File: config.mk
export PLATFORM = sky130hd
export DESIGN_NAME = circular_list_queue_manager
export DESIGN_NICKNAME = d
export VERILOG_FILES = /design/src/rtl/clq_pkg.sv /design/src/rtl/circular_list_queue_manager.sv /design/src/rtl/clq_elem_store.sv /design/src/rtl/clq_queue_store.sv /design/src/rtl/clq_ctrl.sv
export SDC_FILE = /design/constraint.sdc
export NUM_CORES = 2
export LEC_CHECK = 0
export ABC_AREA = 1
export BUFFER_PORTS_ARGS = -buffer_cell sky130_fd_sc_hd__buf_2
export CORE_MARGIN = 3
export CORE_UTILIZATION = 30
export CTS_CLUSTER_DIAMETER = 200
export DETAILED_ROUTE_END_ITERATION = 7
export SETUP_SLACK_MARGIN = 0.3
export SLEW_MARGIN = 20
export SYNTH_ARGS = -nofsm -noshare
export SYNTH_HDL_FRONTEND = slang
export SYNTH_HIERARCHICAL = 1
export SYNTH_SLANG_ARGS = --single-unit
File: constraint.sdc
create_clock -name clk -period 5.7 [get_ports clk]
set_input_delay 0.285 -clock clk [delete_from_list [all_inputs] [get_ports clk]]
set_output_delay 0.285 -clock clk [all_outputs]
set_load 0.005 [all_outputs]
File: src/rtl/clq_pkg.sv
// ----------------------------------------------------------------------------
// clq_pkg
// Shared types and constants of the circular list queue manager.
// ----------------------------------------------------------------------------
`default_nettype none

package clq_pkg;

  localparam int NUM_ELEMS_DEF  = 64;
  localparam int NUM_QUEUES_DEF = 4;

  localparam int REQ_W    = 2;
  localparam int STATUS_W = 3;

  // request codes, code 3 acts as a query
  typedef enum logic [REQ_W-1:0] {
    REQ_APPEND = 2'd0,
    REQ_REMOVE = 2'd1,
    REQ_QUERY  = 2'd2
  } req_t;

  typedef enum logic [STATUS_W-1:0] {
    ST_OK       = 3'd0,
    ST_EMPTY    = 3'd1,
    ST_LINKED   = 3'd2,
    ST_UNLINKED = 3'd3,
    ST_OTHER    = 3'd4
  } status_t;

  // write enables of the element memories
  typedef struct packed {
    logic nxt;
    logic prv;
    logic lnk;
    logic own;
  } elem_we_t;

  // write enables of the queue memories
  typedef struct packed {
    logic head;
    logic cnt;
  } queue_we_t;

endpackage

`default_nettype wire

File: src/rtl/circular_list_queue_manager.sv
// Sequence: query, remove and append to an empty queue pass S_RD1 and S_RESP
// before the output register; append to a non-empty queue also passes S_AP2
// and S_AP3, as it needs a second link read and two link writes on the element memories.
// A new beat is taken only once the last one has left S_RESP; in_tready is high only while idle.
// Reset: synchronous active-low rst_n, followed by a clearing pass over every
// element and queue slot with in_tready low.
// ----------------------------------------------------------------------------
// circular_list_queue_manager
// Circular doubly linked queues over a shared pool of element slots, with
// an output register on the result stream.
// ----------------------------------------------------------------------------
`default_nettype none

module circular_list_queue_manager #(
  parameter int NUM_ELEMS  = clq_pkg::NUM_ELEMS_DEF,
  parameter int NUM_QUEUES = clq_pkg::NUM_QUEUES_DEF
) (
  input  wire logic clk,
  input  wire logic rst_n,
  input  wire logic in_tvalid,
  output logic      in_tready,
  // req_type, queue_id, elem_id, zero pad
  input  wire logic [((clq_pkg::REQ_W + ((NUM_QUEUES > 1) ? $clog2(NUM_QUEUES) : 1)
                       + $clog2(NUM_ELEMS) + 7) / 8) * 8 - 1:0] in_tdata,
  output logic      out_tvalid,
  input  wire logic out_tready,
  // status, fill_count, head_elem, head_valid, zero pad
  output logic [((clq_pkg::STATUS_W + $clog2(NUM_ELEMS + 1) + $clog2(NUM_ELEMS)
                  + 1 + 7) / 8) * 8 - 1:0] out_tdata
);

  localparam int EW    = $clog2(NUM_ELEMS);
  localparam int QW    = (NUM_QUEUES > 1) ? $clog2(NUM_QUEUES) : 1;
  localparam int CW    = $clog2(NUM_ELEMS + 1);
  localparam int RW    = clq_pkg::REQ_W;
  localparam int IN_F  = RW + QW + EW;
  localparam int OUT_F = clq_pkg::STATUS_W + CW + EW + 1;
  localparam int OUT_W = ((OUT_F + 7) / 8) * 8;

  logic [RW-1:0] in_req;
  logic [QW-1:0] in_q;
  logic [EW-1:0] in_e;

  assign in_req = in_tdata[RW-1:0];
  assign in_q   = in_tdata[RW+QW-1:RW];
  assign in_e   = in_tdata[IN_F-1:RW+QW];

  clq_pkg::elem_we_t  e_we;
  clq_pkg::queue_we_t q_we;
  logic [EW-1:0] nxt_wa, nxt_wd, prv_wa, prv_wd, lnk_wa, e_rd_addr;
  logic          lnk_wd;
  logic [QW-1:0] own_wd;
  logic [EW-1:0] nxt_rd, prv_rd;
  logic          lnk_rd;
  logic [QW-1:0] own_rd;
  logic [QW-1:0] q_wa, q_rd_addr;
  logic [EW-1:0] head_wd, head_rd;
  logic [CW-1:0] cnt_wd, cnt_rd;

  logic             res_valid, res_ready, res_hv;
  clq_pkg::status_t res_status;
  logic [CW-1:0]    res_size;
  logic [EW-1:0]    res_head;

  logic             out_valid_r;
  logic [OUT_W-1:0] out_data_r;

  clq_elem_store #(
    .NUM_ELEMS  (NUM_ELEMS),
    .NUM_QUEUES (NUM_QUEUES)
  ) u_elem (
    .clk     (clk),
    .we      (e_we),
    .nxt_wa  (nxt_wa),
    .nxt_wd  (nxt_wd),
    .prv_wa  (prv_wa),
    .prv_wd  (prv_wd),
    .lnk_wa  (lnk_wa),
    .lnk_wd  (lnk_wd),
    .own_wd  (own_wd),
    .rd_addr (e_rd_addr),
    .nxt_rd  (nxt_rd),
    .prv_rd  (prv_rd),
    .lnk_rd  (lnk_rd),
    .own_rd  (own_rd)
  );

  clq_queue_store #(
    .NUM_ELEMS  (NUM_ELEMS),
    .NUM_QUEUES (NUM_QUEUES)
  ) u_queue (
    .clk     (clk),
    .we      (q_we),
    .wa      (q_wa),
    .head_wd (head_wd),
    .cnt_wd  (cnt_wd),
    .rd_addr (q_rd_addr),
    .head_rd (head_rd),
    .cnt_rd  (cnt_rd)
  );

  clq_ctrl #(
    .NUM_ELEMS  (NUM_ELEMS),
    .NUM_QUEUES (NUM_QUEUES)
  ) u_ctrl (
    .clk        (clk),
    .rst_n      (rst_n),
    .in_valid   (in_tvalid),
    .in_ready   (in_tready),
    .in_req     (in_req),
    .in_q       (in_q),
    .in_e       (in_e),
    .e_we       (e_we),
    .nxt_wa     (nxt_wa),
    .nxt_wd     (nxt_wd),
    .prv_wa     (prv_wa),
    .prv_wd     (prv_wd),
    .lnk_wa     (lnk_wa),
    .lnk_wd     (lnk_wd),
    .own_wd     (own_wd),
    .e_rd_addr  (e_rd_addr),
    .nxt_rd     (nxt_rd),
    .prv_rd     (prv_rd),
    .lnk_rd     (lnk_rd),
    .own_rd     (own_rd),
    .q_we       (q_we),
    .q_wa       (q_wa),
    .head_wd    (head_wd),
    .cnt_wd     (cnt_wd),
    .q_rd_addr  (q_rd_addr),
    .head_rd    (head_rd),
    .cnt_rd     (cnt_rd),
    .res_valid  (res_valid),
    .res_ready  (res_ready),
    .res_status (res_status),
    .res_size   (res_size),
    .res_head   (res_head),
    .res_hv     (res_hv)
  );

  // output register frees the sequencer while a beat waits downstream
  assign res_ready = !out_valid_r || out_tready;

  always_ff @(posedge clk) begin
    if (!rst_n) begin
      out_valid_r <= 1'b0;
    end else if (res_valid && res_ready) begin
      out_valid_r <= 1'b1;
    end else if (out_tready) begin
      out_valid_r <= 1'b0;
    end
  end

  always_ff @(posedge clk) begin
    if (res_valid && res_ready) begin
      out_data_r <= OUT_W'({res_hv, res_head, res_size, res_status});
    end
  end

  assign out_tvalid = out_valid_r;
  assign out_tdata  = out_data_r;

endmodule

`default_nettype wire

File: src/rtl/clq_elem_store.sv
// ----------------------------------------------------------------------------
// clq_elem_store
// Per element memories: next and prev links, linked flag and owner queue.
// ----------------------------------------------------------------------------
`default_nettype none

module clq_elem_store #(
  parameter int NUM_ELEMS  = clq_pkg::NUM_ELEMS_DEF,
  parameter int NUM_QUEUES = clq_pkg::NUM_QUEUES_DEF
) (
  input  wire logic                      clk,
  input  wire clq_pkg::elem_we_t         we,
  input  wire logic [$clog2(NUM_ELEMS)-1:0] nxt_wa,
  input  wire logic [$clog2(NUM_ELEMS)-1:0] nxt_wd,
  input  wire logic [$clog2(NUM_ELEMS)-1:0] prv_wa,
  input  wire logic [$clog2(NUM_ELEMS)-1:0] prv_wd,
  input  wire logic [$clog2(NUM_ELEMS)-1:0] lnk_wa,
  input  wire logic                      lnk_wd,
  input  wire logic [((NUM_QUEUES > 1) ? $clog2(NUM_QUEUES) : 1)-1:0] own_wd,
  input  wire logic [$clog2(NUM_ELEMS)-1:0] rd_addr,
  output logic [$clog2(NUM_ELEMS)-1:0]   nxt_rd,
  output logic [$clog2(NUM_ELEMS)-1:0]   prv_rd,
  output logic                           lnk_rd,
  output logic [((NUM_QUEUES > 1) ? $clog2(NUM_QUEUES) : 1)-1:0] own_rd
);

  localparam int EW = $clog2(NUM_ELEMS);
  localparam int QW = (NUM_QUEUES > 1) ? $clog2(NUM_QUEUES) : 1;

  logic [EW-1:0] nxt_mem [NUM_ELEMS];
  logic [EW-1:0] prv_mem [NUM_ELEMS];
  logic          lnk_mem [NUM_ELEMS];
  logic [QW-1:0] own_mem [NUM_ELEMS];

  always_ff @(posedge clk) begin
    if (we.nxt) begin
      nxt_mem[nxt_wa] <= nxt_wd;
    end
    if (we.prv) begin
      prv_mem[prv_wa] <= prv_wd;
    end
    if (we.lnk) begin
      lnk_mem[lnk_wa] <= lnk_wd;
    end
    if (we.own) begin
      own_mem[lnk_wa] <= own_wd;
    end
    nxt_rd <= nxt_mem[rd_addr];
    prv_rd <= prv_mem[rd_addr];
    lnk_rd <= lnk_mem[rd_addr];
    own_rd <= own_mem[rd_addr];
  end

endmodule

`default_nettype wire

File: src/rtl/clq_queue_store.sv
// ----------------------------------------------------------------------------
// clq_queue_store
// Per queue memories: head element and element count.
// ----------------------------------------------------------------------------
`default_nettype none

module clq_queue_store #(
  parameter int NUM_ELEMS  = clq_pkg::NUM_ELEMS_DEF,
  parameter int NUM_QUEUES = clq_pkg::NUM_QUEUES_DEF
) (
  input  wire logic                          clk,
  input  wire clq_pkg::queue_we_t            we,
  input  wire logic [((NUM_QUEUES > 1) ? $clog2(NUM_QUEUES) : 1)-1:0] wa,
  input  wire logic [$clog2(NUM_ELEMS)-1:0]  head_wd,
  input  wire logic [$clog2(NUM_ELEMS+1)-1:0] cnt_wd,
  input  wire logic [((NUM_QUEUES > 1) ? $clog2(NUM_QUEUES) : 1)-1:0] rd_addr,
  output logic [$clog2(NUM_ELEMS)-1:0]       head_rd,
  output logic [$clog2(NUM_ELEMS+1)-1:0]     cnt_rd
);

  localparam int EW = $clog2(NUM_ELEMS);
  localparam int CW = $clog2(NUM_ELEMS + 1);

  logic [EW-1:0] head_mem [NUM_QUEUES];
  logic [CW-1:0] cnt_mem  [NUM_QUEUES];

  always_ff @(posedge clk) begin
    if (we.head) begin
      head_mem[wa] <= head_wd;
    end
    if (we.cnt) begin
      cnt_mem[wa] <= cnt_wd;
    end
    head_rd <= head_mem[rd_addr];
    cnt_rd  <= cnt_mem[rd_addr];
  end

endmodule

`default_nettype wire

File: src/rtl/clq_ctrl.sv
// ----------------------------------------------------------------------------
// clq_ctrl
// Request sequencer: clearing sweep, membership checks, link updates and the
// shared count adder.
// ----------------------------------------------------------------------------
`default_nettype none

module clq_ctrl #(
  parameter int NUM_ELEMS  = clq_pkg::NUM_ELEMS_DEF,
  parameter int NUM_QUEUES = clq_pkg::NUM_QUEUES_DEF
) (
  input  wire logic                          clk,
  input  wire logic                          rst_n,
  // request side
  input  wire logic                          in_valid,
  output logic                               in_ready,
  input  wire logic [clq_pkg::REQ_W-1:0]     in_req,
  input  wire logic [((NUM_QUEUES > 1) ? $clog2(NUM_QUEUES) : 1)-1:0] in_q,
  input  wire logic [$clog2(NUM_ELEMS)-1:0]  in_e,
  // element store
  output clq_pkg::elem_we_t                  e_we,
  output logic [$clog2(NUM_ELEMS)-1:0]       nxt_wa,
  output logic [$clog2(NUM_ELEMS)-1:0]       nxt_wd,
  output logic [$clog2(NUM_ELEMS)-1:0]       prv_wa,
  output logic [$clog2(NUM_ELEMS)-1:0]       prv_wd,
  output logic [$clog2(NUM_ELEMS)-1:0]       lnk_wa,
  output logic                               lnk_wd,
  output logic [((NUM_QUEUES > 1) ? $clog2(NUM_QUEUES) : 1)-1:0] own_wd,
  output logic [$clog2(NUM_ELEMS)-1:0]       e_rd_addr,
  input  wire logic [$clog2(NUM_ELEMS)-1:0]  nxt_rd,
  input  wire logic [$clog2(NUM_ELEMS)-1:0]  prv_rd,
  input  wire logic                          lnk_rd,
  input  wire logic [((NUM_QUEUES > 1) ? $clog2(NUM_QUEUES) : 1)-1:0] own_rd,
  // queue store
  output clq_pkg::queue_we_t                 q_we,
  output logic [((NUM_QUEUES > 1) ? $clog2(NUM_QUEUES) : 1)-1:0] q_wa,
  output logic [$clog2(NUM_ELEMS)-1:0]       head_wd,
  output logic [$clog2(NUM_ELEMS+1)-1:0]     cnt_wd,
  output logic [((NUM_QUEUES > 1) ? $clog2(NUM_QUEUES) : 1)-1:0] q_rd_addr,
  input  wire logic [$clog2(NUM_ELEMS)-1:0]  head_rd,
  input  wire logic [$clog2(NUM_ELEMS+1)-1:0] cnt_rd,
  // result side
  output logic                               res_valid,
  input  wire logic                          res_ready,
  output clq_pkg::status_t                   res_status,
  output logic [$clog2(NUM_ELEMS+1)-1:0]     res_size,
  output logic [$clog2(NUM_ELEMS)-1:0]       res_head,
  output logic                               res_hv
);

  localparam int EW    = $clog2(NUM_ELEMS);
  localparam int QW    = (NUM_QUEUES > 1) ? $clog2(NUM_QUEUES) : 1;
  localparam int CW    = $clog2(NUM_ELEMS + 1);
  localparam int CLR_N = (NUM_ELEMS > NUM_QUEUES) ? NUM_ELEMS : NUM_QUEUES;
  localparam int CLRW  = $clog2(CLR_N);

  typedef enum logic [5:0] {
    S_CLEAR = 6'b000001,
    S_IDLE  = 6'b000010,
    S_RD1   = 6'b000100,
    S_AP2   = 6'b001000,
    S_AP3   = 6'b010000,
    S_RESP  = 6'b100000
  } state_t;

  state_t state_r, state_nxt;

  logic [CLRW-1:0]           clr_r, clr_nxt;
  logic [clq_pkg::REQ_W-1:0] req_r;
  logic [QW-1:0]             q_r;
  logic [EW-1:0]             e_r;
  logic                      q_oor_r;
  logic                      e_oor_r;
  logic [EW-1:0]             first_r, first_nxt;
  logic [EW-1:0]             last_r, last_nxt;

  clq_pkg::status_t          st_r, st_nxt;
  logic [CW-1:0]             size_r, size_nxt;
  logic [EW-1:0]             rhead_r, rhead_nxt;
  logic                      hv_r, hv_nxt;

  // shared count adder: +1 for append, -1 for remove
  logic [CW-1:0] cnt_delta;
  logic [CW-1:0] cnt_sum;
  logic          is_remove;

  assign is_remove = (req_r == clq_pkg::REQ_REMOVE);
  assign cnt_delta = is_remove ? {CW{1'b1}} : CW'(1);
  assign cnt_sum   = cnt_rd + cnt_delta;

  assign in_ready   = (state_r == S_IDLE);
  assign res_valid  = (state_r == S_RESP);
  assign res_status = st_r;
  assign res_size   = size_r;
  assign res_head   = rhead_r;
  assign res_hv     = hv_r;

  always_comb begin
    state_nxt = state_r;
    clr_nxt   = clr_r;
    first_nxt = first_r;
    last_nxt  = last_r;
    st_nxt    = st_r;
    size_nxt  = size_r;
    rhead_nxt = rhead_r;
    hv_nxt    = hv_r;

    e_we      = '0;
    nxt_wa    = e_r;
    nxt_wd    = e_r;
    prv_wa    = e_r;
    prv_wd    = e_r;
    lnk_wa    = e_r;
    lnk_wd    = 1'b0;
    own_wd    = q_r;
    e_rd_addr = e_r;

    q_we      = '0;
    q_wa      = q_r;
    head_wd   = e_r;
    cnt_wd    = cnt_sum;
    q_rd_addr = q_r;

    unique case (state_r)
      S_CLEAR: begin
        lnk_wa   = clr_r[EW-1:0];
        q_wa     = clr_r[QW-1:0];
        cnt_wd   = '0;
        e_we.lnk = (32'(clr_r) < NUM_ELEMS);
        q_we.cnt = (32'(clr_r) < NUM_QUEUES);
        clr_nxt  = clr_r + CLRW'(1);
        if (32'(clr_r) == CLR_N - 1) begin
          state_nxt = S_IDLE;
        end
      end

      S_IDLE: begin
        e_rd_addr = in_e;
        q_rd_addr = in_q;
        if (in_valid) begin
          state_nxt = S_RD1;
        end
      end

      S_RD1: begin
        // error default: report the queue as it stands
        size_nxt  = cnt_rd;
        hv_nxt    = (cnt_rd != '0);
        rhead_nxt = (cnt_rd != '0) ? head_rd : '0;
        st_nxt    = clq_pkg::ST_OK;
        state_nxt = S_RESP;
        e_rd_addr = head_rd;
        if (q_oor_r) begin
          st_nxt    = clq_pkg::ST_EMPTY;
          size_nxt  = '0;
          hv_nxt    = 1'b0;
          rhead_nxt = '0;
        end else if (req_r == clq_pkg::REQ_APPEND) begin
          if (e_oor_r) begin
            st_nxt = clq_pkg::ST_UNLINKED;
          end else if (lnk_rd) begin
            st_nxt = clq_pkg::ST_LINKED;
          end else if (cnt_rd == '0) begin
            // first element forms a ring of one
            e_we      = '{nxt: 1'b1, prv: 1'b1, lnk: 1'b1, own: 1'b1};
            lnk_wd    = 1'b1;
            q_we      = '{head: 1'b1, cnt: 1'b1};
            size_nxt  = cnt_sum;
            hv_nxt    = 1'b1;
            rhead_nxt = e_r;
          end else begin
            first_nxt = head_rd;
            size_nxt  = cnt_sum;
            state_nxt = S_AP2;
          end
        end else if (req_r == clq_pkg::REQ_REMOVE) begin
          if (cnt_rd == '0) begin
            st_nxt = clq_pkg::ST_EMPTY;
          end else if (e_oor_r || !lnk_rd) begin
            st_nxt = clq_pkg::ST_UNLINKED;
          end else if (own_rd != q_r) begin
            st_nxt = clq_pkg::ST_OTHER;
          end else begin
            e_we.lnk = 1'b1;
            q_we.cnt = 1'b1;
            size_nxt = cnt_sum;
            if (cnt_rd == CW'(1)) begin
              hv_nxt    = 1'b0;
              rhead_nxt = '0;
            end else begin
              // unlink from the ring
              e_we.nxt = 1'b1;
              e_we.prv = 1'b1;
              nxt_wa   = prv_rd;
              nxt_wd   = nxt_rd;
              prv_wa   = nxt_rd;
              prv_wd   = prv_rd;
              if (head_rd == e_r) begin
                q_we.head = 1'b1;
                head_wd   = nxt_rd;
                rhead_nxt = nxt_rd;
              end
            end
          end
        end
      end

      S_AP2: begin
        // prv_rd now holds the tail of the ring
        last_nxt  = prv_rd;
        e_we      = '{nxt: 1'b1, prv: 1'b1, lnk: 1'b1, own: 1'b1};
        lnk_wd    = 1'b1;
        prv_wa    = first_r;
        prv_wd    = e_r;
        nxt_wa    = e_r;
        nxt_wd    = first_r;
        q_we.cnt  = 1'b1;
        rhead_nxt = first_r;
        hv_nxt    = 1'b1;
        state_nxt = S_AP3;
      end

      S_AP3: begin
        e_we.nxt  = 1'b1;
        e_we.prv  = 1'b1;
        nxt_wa    = last_r;
        nxt_wd    = e_r;
        prv_wa    = e_r;
        prv_wd    = last_r;
        state_nxt = S_RESP;
      end

      S_RESP: begin
        if (res_ready) begin
          state_nxt = S_IDLE;
        end
      end

      default: begin
        state_nxt = S_CLEAR;
      end
    endcase
  end

  always_ff @(posedge clk) begin
    if (!rst_n) begin
      state_r <= S_CLEAR;
      clr_r   <= '0;
    end else begin
      state_r <= state_nxt;
      clr_r   <= clr_nxt;
    end
  end

  always_ff @(posedge clk) begin
    if (state_r == S_IDLE && in_valid) begin
      req_r   <= in_req;
      q_r     <= in_q;
      e_r     <= in_e;
      q_oor_r <= (32'(in_q) >= NUM_QUEUES);
      e_oor_r <= (32'(in_e) >= NUM_ELEMS);
    end
    first_r <= first_nxt;
    last_r  <= last_nxt;
    st_r    <= st_nxt;
    size_r  <= size_nxt;
    rhead_r <= rhead_nxt;
    hv_r    <= hv_nxt;
  end

endmodule

`default_nettype wire
Word level (Yosys, flattened, before mapping)
Memory sizes are Yosys's and may differ from the RTL's. A register that Yosys moved wholly into a read port is not among the register bits.
Cells that the tools add are included.

storage, ports and cells
  flip-flop bits (word level) = 69
  bits in writable memories = 1,012
  bits of input ports = 20
  output and inout port bits = 26
  word-level logic and storage cells = 159
  memories = 6

operators by class
  add/sub/neg operators = 2
  order comparisons = 1
  equal/unequal tests = 14
  multiplexer cells = 108
  bitwise gates (word level) = 2
  reduce and logical (&&, ||, !) cells = 13

memories
  memory            depth  bits a word  read ports  clocked after Yosys merged registers in  write ports  line                   source
  u_elem.nxt_mem    64     6            1           1                                        1            clq_elem_store.sv:30   logic [EW-1:0] nxt_mem [NUM_ELEMS];
  u_elem.prv_mem    64     6            1           1                                        1            clq_elem_store.sv:31   logic [EW-1:0] prv_mem [NUM_ELEMS];
  u_elem.own_mem    64     2            1           1                                        1            clq_elem_store.sv:33   logic [QW-1:0] own_mem [NUM_ELEMS];
  u_elem.lnk_mem    64     1            1           1                                        1            clq_elem_store.sv:32   logic lnk_mem [NUM_ELEMS];
  u_queue.cnt_mem   4      7            1           1                                        1            clq_queue_store.sv:25  logic [CW-1:0] cnt_mem [NUM_QUEUES];
  u_queue.head_mem  4      6            1           1                                        1            clq_queue_store.sv:24  logic [EW-1:0] head_mem [NUM_QUEUES];

operators with widths
  operator             number
  $mux 6               37
  $mux 7               8
  $pmux 6 s2           4
  $pmux 6 s6           1
  $mux 3               10
  $mux 1               29
  $mux 2               11
  $eq 6x6->1 const B   2
  $mux 4               2
  $pmux 1 s2           4
  $add 7x7->7          1
  $eq 7x1->1 const B   1
  $logic_not 7->1      1
  $reduce_bool 7->1    1
  $add 6x1->6 const B  1
  $eq 6x1->1 const B   1
  $eq 6x2->1 const B   1
  $eq 6x3->1 const B   1
  $eq 6x4->1 const B   1
  $eq 6x5->1 const B   1
  $eq 6x6->1           1
  $lt 6x3->1 const B   1
  $ne 2x1->1 const B   2
  $pmux 2 s2           1
  other kinds (13)     17

Depth between registers and ports, before layout
  depth after elaboration = 11
  mapped depth = 19
  gate-level depth less buffers = 15

Modules after synthesis
Netlist, hierarchy kept.

modules (own cells, without submodules)
  module                       times used  cells an instance  area an instance (um^2)  sequential area each (um^2)
  clq_elem_store               1           3,585              40,538.9                 29,127.9
  clq_ctrl                     1           518                3,708.6                  1,411.4
  clq_queue_store              1           229                2,541.2                  1,821.7
  circular_list_queue_manager  1           32                 618.1                    530.5

Worst setup path after synthesis
OpenSTA, ideal clock, no wires.

  path kind = register -> register
  start point = register u_ctrl.q_r[0] (netlist: u_ctrl/own_wd[0])
  end point = memory u_elem/prv_mem[6][0] (netlist name) (enable)
  setup time = 386 ps
  arrival time = 4,400 ps
  slack = 914 ps
  cell stages (with the launch flop) = 13
  path buffers = 3
  period minus slack after synthesis = 4,786 ps
  cell sequence = edfxtp_1 -> xnor2_2 -> nand3_2 -> nor2_4 -> nand2_2 -> buf_6 -> a21oi_2 -> o21ai_1 -> nand3_1 -> buf_4 -> clkbuf_1 -> inv_1 -> nor4_1

RTL lines
  what                    line                               source
  start, declared         clq_ctrl.sv:70                     logic [QW-1:0] q_r;
  start signal, assigned  clq_ctrl.sv:258                    q_r <= in_q;
  $ne 2x2->1              clq_ctrl.sv:181                    end else if (own_rd != q_r) begin
  $mux 6 (5 in a row)     --
  $pmux 6 s2              --
  net nxt_wd[2]           circular_list_queue_manager.sv:50  logic [EW-1:0] nxt_wa, nxt_wd, prv_wa, prv_wd, lnk_wa, e_rd_addr;
  end, declared           clq_elem_store.sv:31

The timed path passes the listed nets, and every way through them passes these cells.

Worst setup path in the final report
  start point = register u_ctrl.state_r[1]
  end point = memory u_elem/nxt_mem[55][2] (netlist name) (enable)

between the ends
  longest elaborated chain between the ends = 5

ends and longest elaborated chain
  what                                             line                  source
  start, declared                                  clq_ctrl.sv:66        state_t state_r, state_nxt;
  start signal, assigned                           clq_ctrl.sv:250       state_r <= state_nxt;
  $eq 6x4->1 / $eq 6x5->1 (equally long branches)  clq_ctrl.sv:124       unique case (state_r)
  $reduce_or 2->1 (no line)                        --
  $pmux 2 s2                                       clq_ctrl.sv:124
  $mux 1                                           clq_elem_store.sv:36  if (we.nxt) begin
  $mux 1 (not written as such)                     clq_elem_store.sv:37  nxt_mem[nxt_wa] <= nxt_wd;
  end, declared                                    clq_elem_store.sv:30

Several ways; a longest one is shown, not always the timed one.

==> insert_results.sql <==
INSERT INTO impl_metrics (metric_group, metric, value, unit) VALUES
('worst_hold_path', 'worst_hold_path.endpoint', 'u_ctrl/req_r[0]', ''),
('outcome', 'outcome', 'complete, no violations', ''),
('clock_network', 'clock_insertion_delay_worst_skew', '0.70', 'ns'),
('grt', 'grtUsageTotal', '14.1', '%'),
('sta', 'final-setup-viol-count', '0', ''),
('pwr', 'p_leak', '0.0190', 'µW'),
('pwr', 'max-vdd-ir-drop', '0.255', 'mV'),
('placed_design', 'dp_hpwl', '67.9', 'mm'),
('worst_setup_path', 'cpMostUsedCell', 'inv_1', ''),
('sta', 'hold_viol_final', '0', ''),
('worst_setup_path', 'critPathCaptureType', 'flop', ''),
('sta', 'rsz0062_at_grt', 'no', ''),
('grt', 'grt_start_max_net_pins', '204', ''),
('drt', 'wire_per_inst', '18.2', 'µm'),
('logic_synthesis', 'post_synthesis_register_bit_count', '1109', ''),
('sta', 'timing.clock.skew', '0.0203', 'ns'),
('logic_synthesis', 'yosys_warnings', '6', ''),
('drt', 'wl', '118', 'mm'),
('job', 'total_of_max_cap_violations', '0', ''),
('floorplan', 'die-width', '404', 'µm'),
('logic_synthesis', 'netlist_area', '47400', 'µm²'),
('drt', 'detailedRoute.firstPassIterationCount', '8', ''),
('grt', 'wire_length_of_the_first_global_routing_pass', '181', 'mm'),
('floorplan', 'top_level_ports', '46', ''),
('sta', 'final.setup.tns', '0', 'ns'),
('clock_network', 'htree_num_levels', '3', ''),
('worst_setup_path', 'critical_path.reg2reg.startpoint', 'u_ctrl/state_r[1]', ''),
('sta', 'timing.slew.headroom', '22.3', '%'),
('worst_hold_path', 'min_path_cells', '2', ''),
('floorplan', 'floorplan.initialDensity', '30.3', '%'),
('logic_synthesis', 'synthesis.instances', '4364', ''),
('worst_setup_path', 'worst-path-max-fanout', '17', ''),
('drt', 'routed-via-count', '31600', ''),
('drt', 'number_of_drc_violations_after_detailed_routing', '0', ''),
('worst_setup_path', 'type_of_the_worst_setup_path', 'flop to flop', ''),
('clock_network', 'clk_path_buf_depth', '3', ''),
('pwr', 'p_total', '16500', 'µW'),
('layout', 'layout.nets', '4342', ''),
('worst_setup_path', 'reg2regPathDepth', '10', ''),
('drt', 'detail_route.iter0.violations', '3076', ''),
('clock_network', 'cts_setup_buffers', '0', ''),
('placed_design', 'final_replace_weighted_congestion', '0.843', ''),
('floorplan', 'placement_rows', '145', ''),
('logic_synthesis', 'ys_seq_area_share', '69.4', '%'),
('sta', 'final.min_clock_period', '4.50', 'ns'),
('grt', 'number_of_global_route_vias_before_repair', '30600', ''),
('logic_synthesis', 'synth_edf_count', '1068', ''),
('worst_setup_path', 'crit_slowest_cell', 'nor2_1', ''),
('worst_hold_path', 'holdCritStartpoint', 'in_tdata[0]', ''),
('worst_setup_path', 'path_depth', '10', ''),
('placed_design', 'port-buffer-count', '32', ''),
('sta', 'timing.final.max_slew_violations', '0', ''),
('worst_setup_path', 'rrSetupSlack', '1.20', 'ns'),
('worst_setup_path', 'r2r_end', 'u_elem/nxt_mem[55][2]', ''),
('clock_network', 'cts_sinks', '1109', ''),
('sta', 'achievable-frequency', '0.222', 'GHz'),
('layout', 'nFillCells', '15500', ''),
('worst_setup_path', 'timing.critical_path.arrival', '4.83', 'ns'),
('clock_network', 'clkTransAtPathRegs', '0.06', 'ns'),
('sta', 'worst_pin_slew', '1.16', 'ns'),
('layout', 'diodes', '0', ''),
('pwr', 'power_per_cell_area', '309', 'nW/µm²'),
('logic_synthesis', 'async_reset_ff_share', '0', '%'),
('floorplan', 'die_h', '404', 'µm'),
('worst_setup_path', 'crit_buf_inv', '4', ''),
('worst_setup_path', 'required', '6.03', 'ns'),
('drt', 'antenna_left', '0', ''),
('layout', 'area.growth.synth_to_final', '12.4', '%'),
('worst_setup_path', 'cpLargestDelayFamily', 'simple AND/OR/NAND/NOR gates', ''),
('grt', 'grt_remaining_overflow', '0', ''),
('layout', 'final_layout_size_suffix_gt1_share', '7.75', '%');
==> layout by cell type, fill, tap and decap left out, types with 10 or more instances in the layout <==
cell and count:
inv_1 149, buf_12 11, nor2_1 171, buf_2 32, clkinv_1 23, buf_4 54, edfxtp_1 1068, dlygate4sd3_1 14
nand4_1 20, nor3_1 131, o21ai_0 32, clkbuf_1 22, clkinv_2 24, clkbuf_16 113, inv_2 17, dfxtp_1 41
a21oi_1 19, bufinv_16 10, nand2_1 1454, nand2_2 17, nand3_1 876
==> stage by stage <==
stage	hold WS, ns	utilization [%]	instances	area (µm²)	setup WS, ns
finish	0.309	34.0	6472	53300	1.20
global route	0.275	34.0	6472	53300	0.850
CTS	0.264	34.0	6472	53300	1.21
detailed placement	0.411	31.6	6251	49500	1.23
global placement	0.408	31.6	6251	49500	1.30
floorplan	0.383	-	4370	47400	0.914
==> cells in the mapped netlist (10+ instances only) <==
library cell	instances	area share [%]
inv_1	150	1.2
buf_2	115	1.2
a21oi_1	20	0.21
clkbuf_1	84	0.67
nand2_2	16	0.21
nor3_1	133	1.4
nand3_1	884	9.3
buf_4	39	0.62
o21ai_0	32	0.34
nand2_1	1455	12
buf_6	24	0.57
nand4_1	20	0.26
edfxtp_1	1068	68
dfxtp_1	41	1.7
buf_1	10	0.079
nor2_1	171	1.4
inv_2	19	0.15
==> how the worst max path moves through the flow <==
stage / startpoint / endpoint / slack [ns]
finish: u_ctrl/state_r[1] / u_elem/nxt_mem[55][2] / 1.20
global route: u_ctrl/state_r[0] / u_elem/nxt_mem[39][0] / 0.85
CTS: u_ctrl/state_r[1] / u_elem/nxt_mem[55][2] / 1.21
detailed placement: u_ctrl/state_r[1] / u_elem/nxt_mem[55][1] / 1.23
global placement: u_ctrl/state_r[0] / u_elem/nxt_mem[39][5] / 1.30
floorplan: u_ctrl/own_wd[0] / u_elem/prv_mem[6][0] / 0.91
==> flip-flops by register name, summed over array words and instances, names as in the netlist, 2 cells and up <==
signal	cells
u_elem/own_rd	2
u_ctrl/state_r	6
u_ctrl/last_r	6
u_ctrl/e_r	6
u_ctrl/res_size	7
u_elem/nxt_rd	6
u_ctrl/clr_r	6
u_queue/head_mem	24
u_ctrl/res_status	3
u_queue/cnt_rd	7
u_queue/cnt_mem	28
u_elem/prv_mem	384
u_queue/head_rd	6
u_ctrl/first_r	6
u_ctrl/req_r	2
out_tdata	17
u_elem/lnk_mem	64
u_elem/nxt_mem	384
u_ctrl/own_wd	2
u_elem/own_mem	128
u_ctrl/res_head	6
u_elem/prv_rd	6
==> layout make-up <==
class	count	area, µm²	share of cell area, %
Clock inverter	65	621	1.17
Multi-Input combinational cell	2815	12600	23.6
Sequential cell	1109	32900	61.8
Tap cell	2058	2570	4.83
Timing Repair Buffer	111	926	1.74
Inverter	172	669	1.26
Clock buffer	142	3010	5.64
==> layer usage <==
metal	routed length, µm	vias up	track usage [%]
met4	2980	0	4.20
li1	-	15000	-
met2	55700	1023	23.1
met1	51900	15400	19.6
met5	0	-	0
met3	7480	177	1.90
==> power by group <==
group	switching, µW	internal, µW
combinational	259	72.0
clock	3070	4180
sequential	18.4	8870
==> repair_timing <==
action | in CTS | in global routing
gates resized for setup | 0 | 0
hold buffers | 14 | 0
endpoints found under the hold margin | 18 | 0
==> cell families after synthesis <==
kind of cell / share of synthesized area [%]
flops: 69.4
fa+ha+maj: 0.0528
other cells: 0.00791
xor+xnor: 0.177
simple gates: 24.7
buf+inv: 4.58
compound gates: 1.13
(Power assumes the default switching activity.)
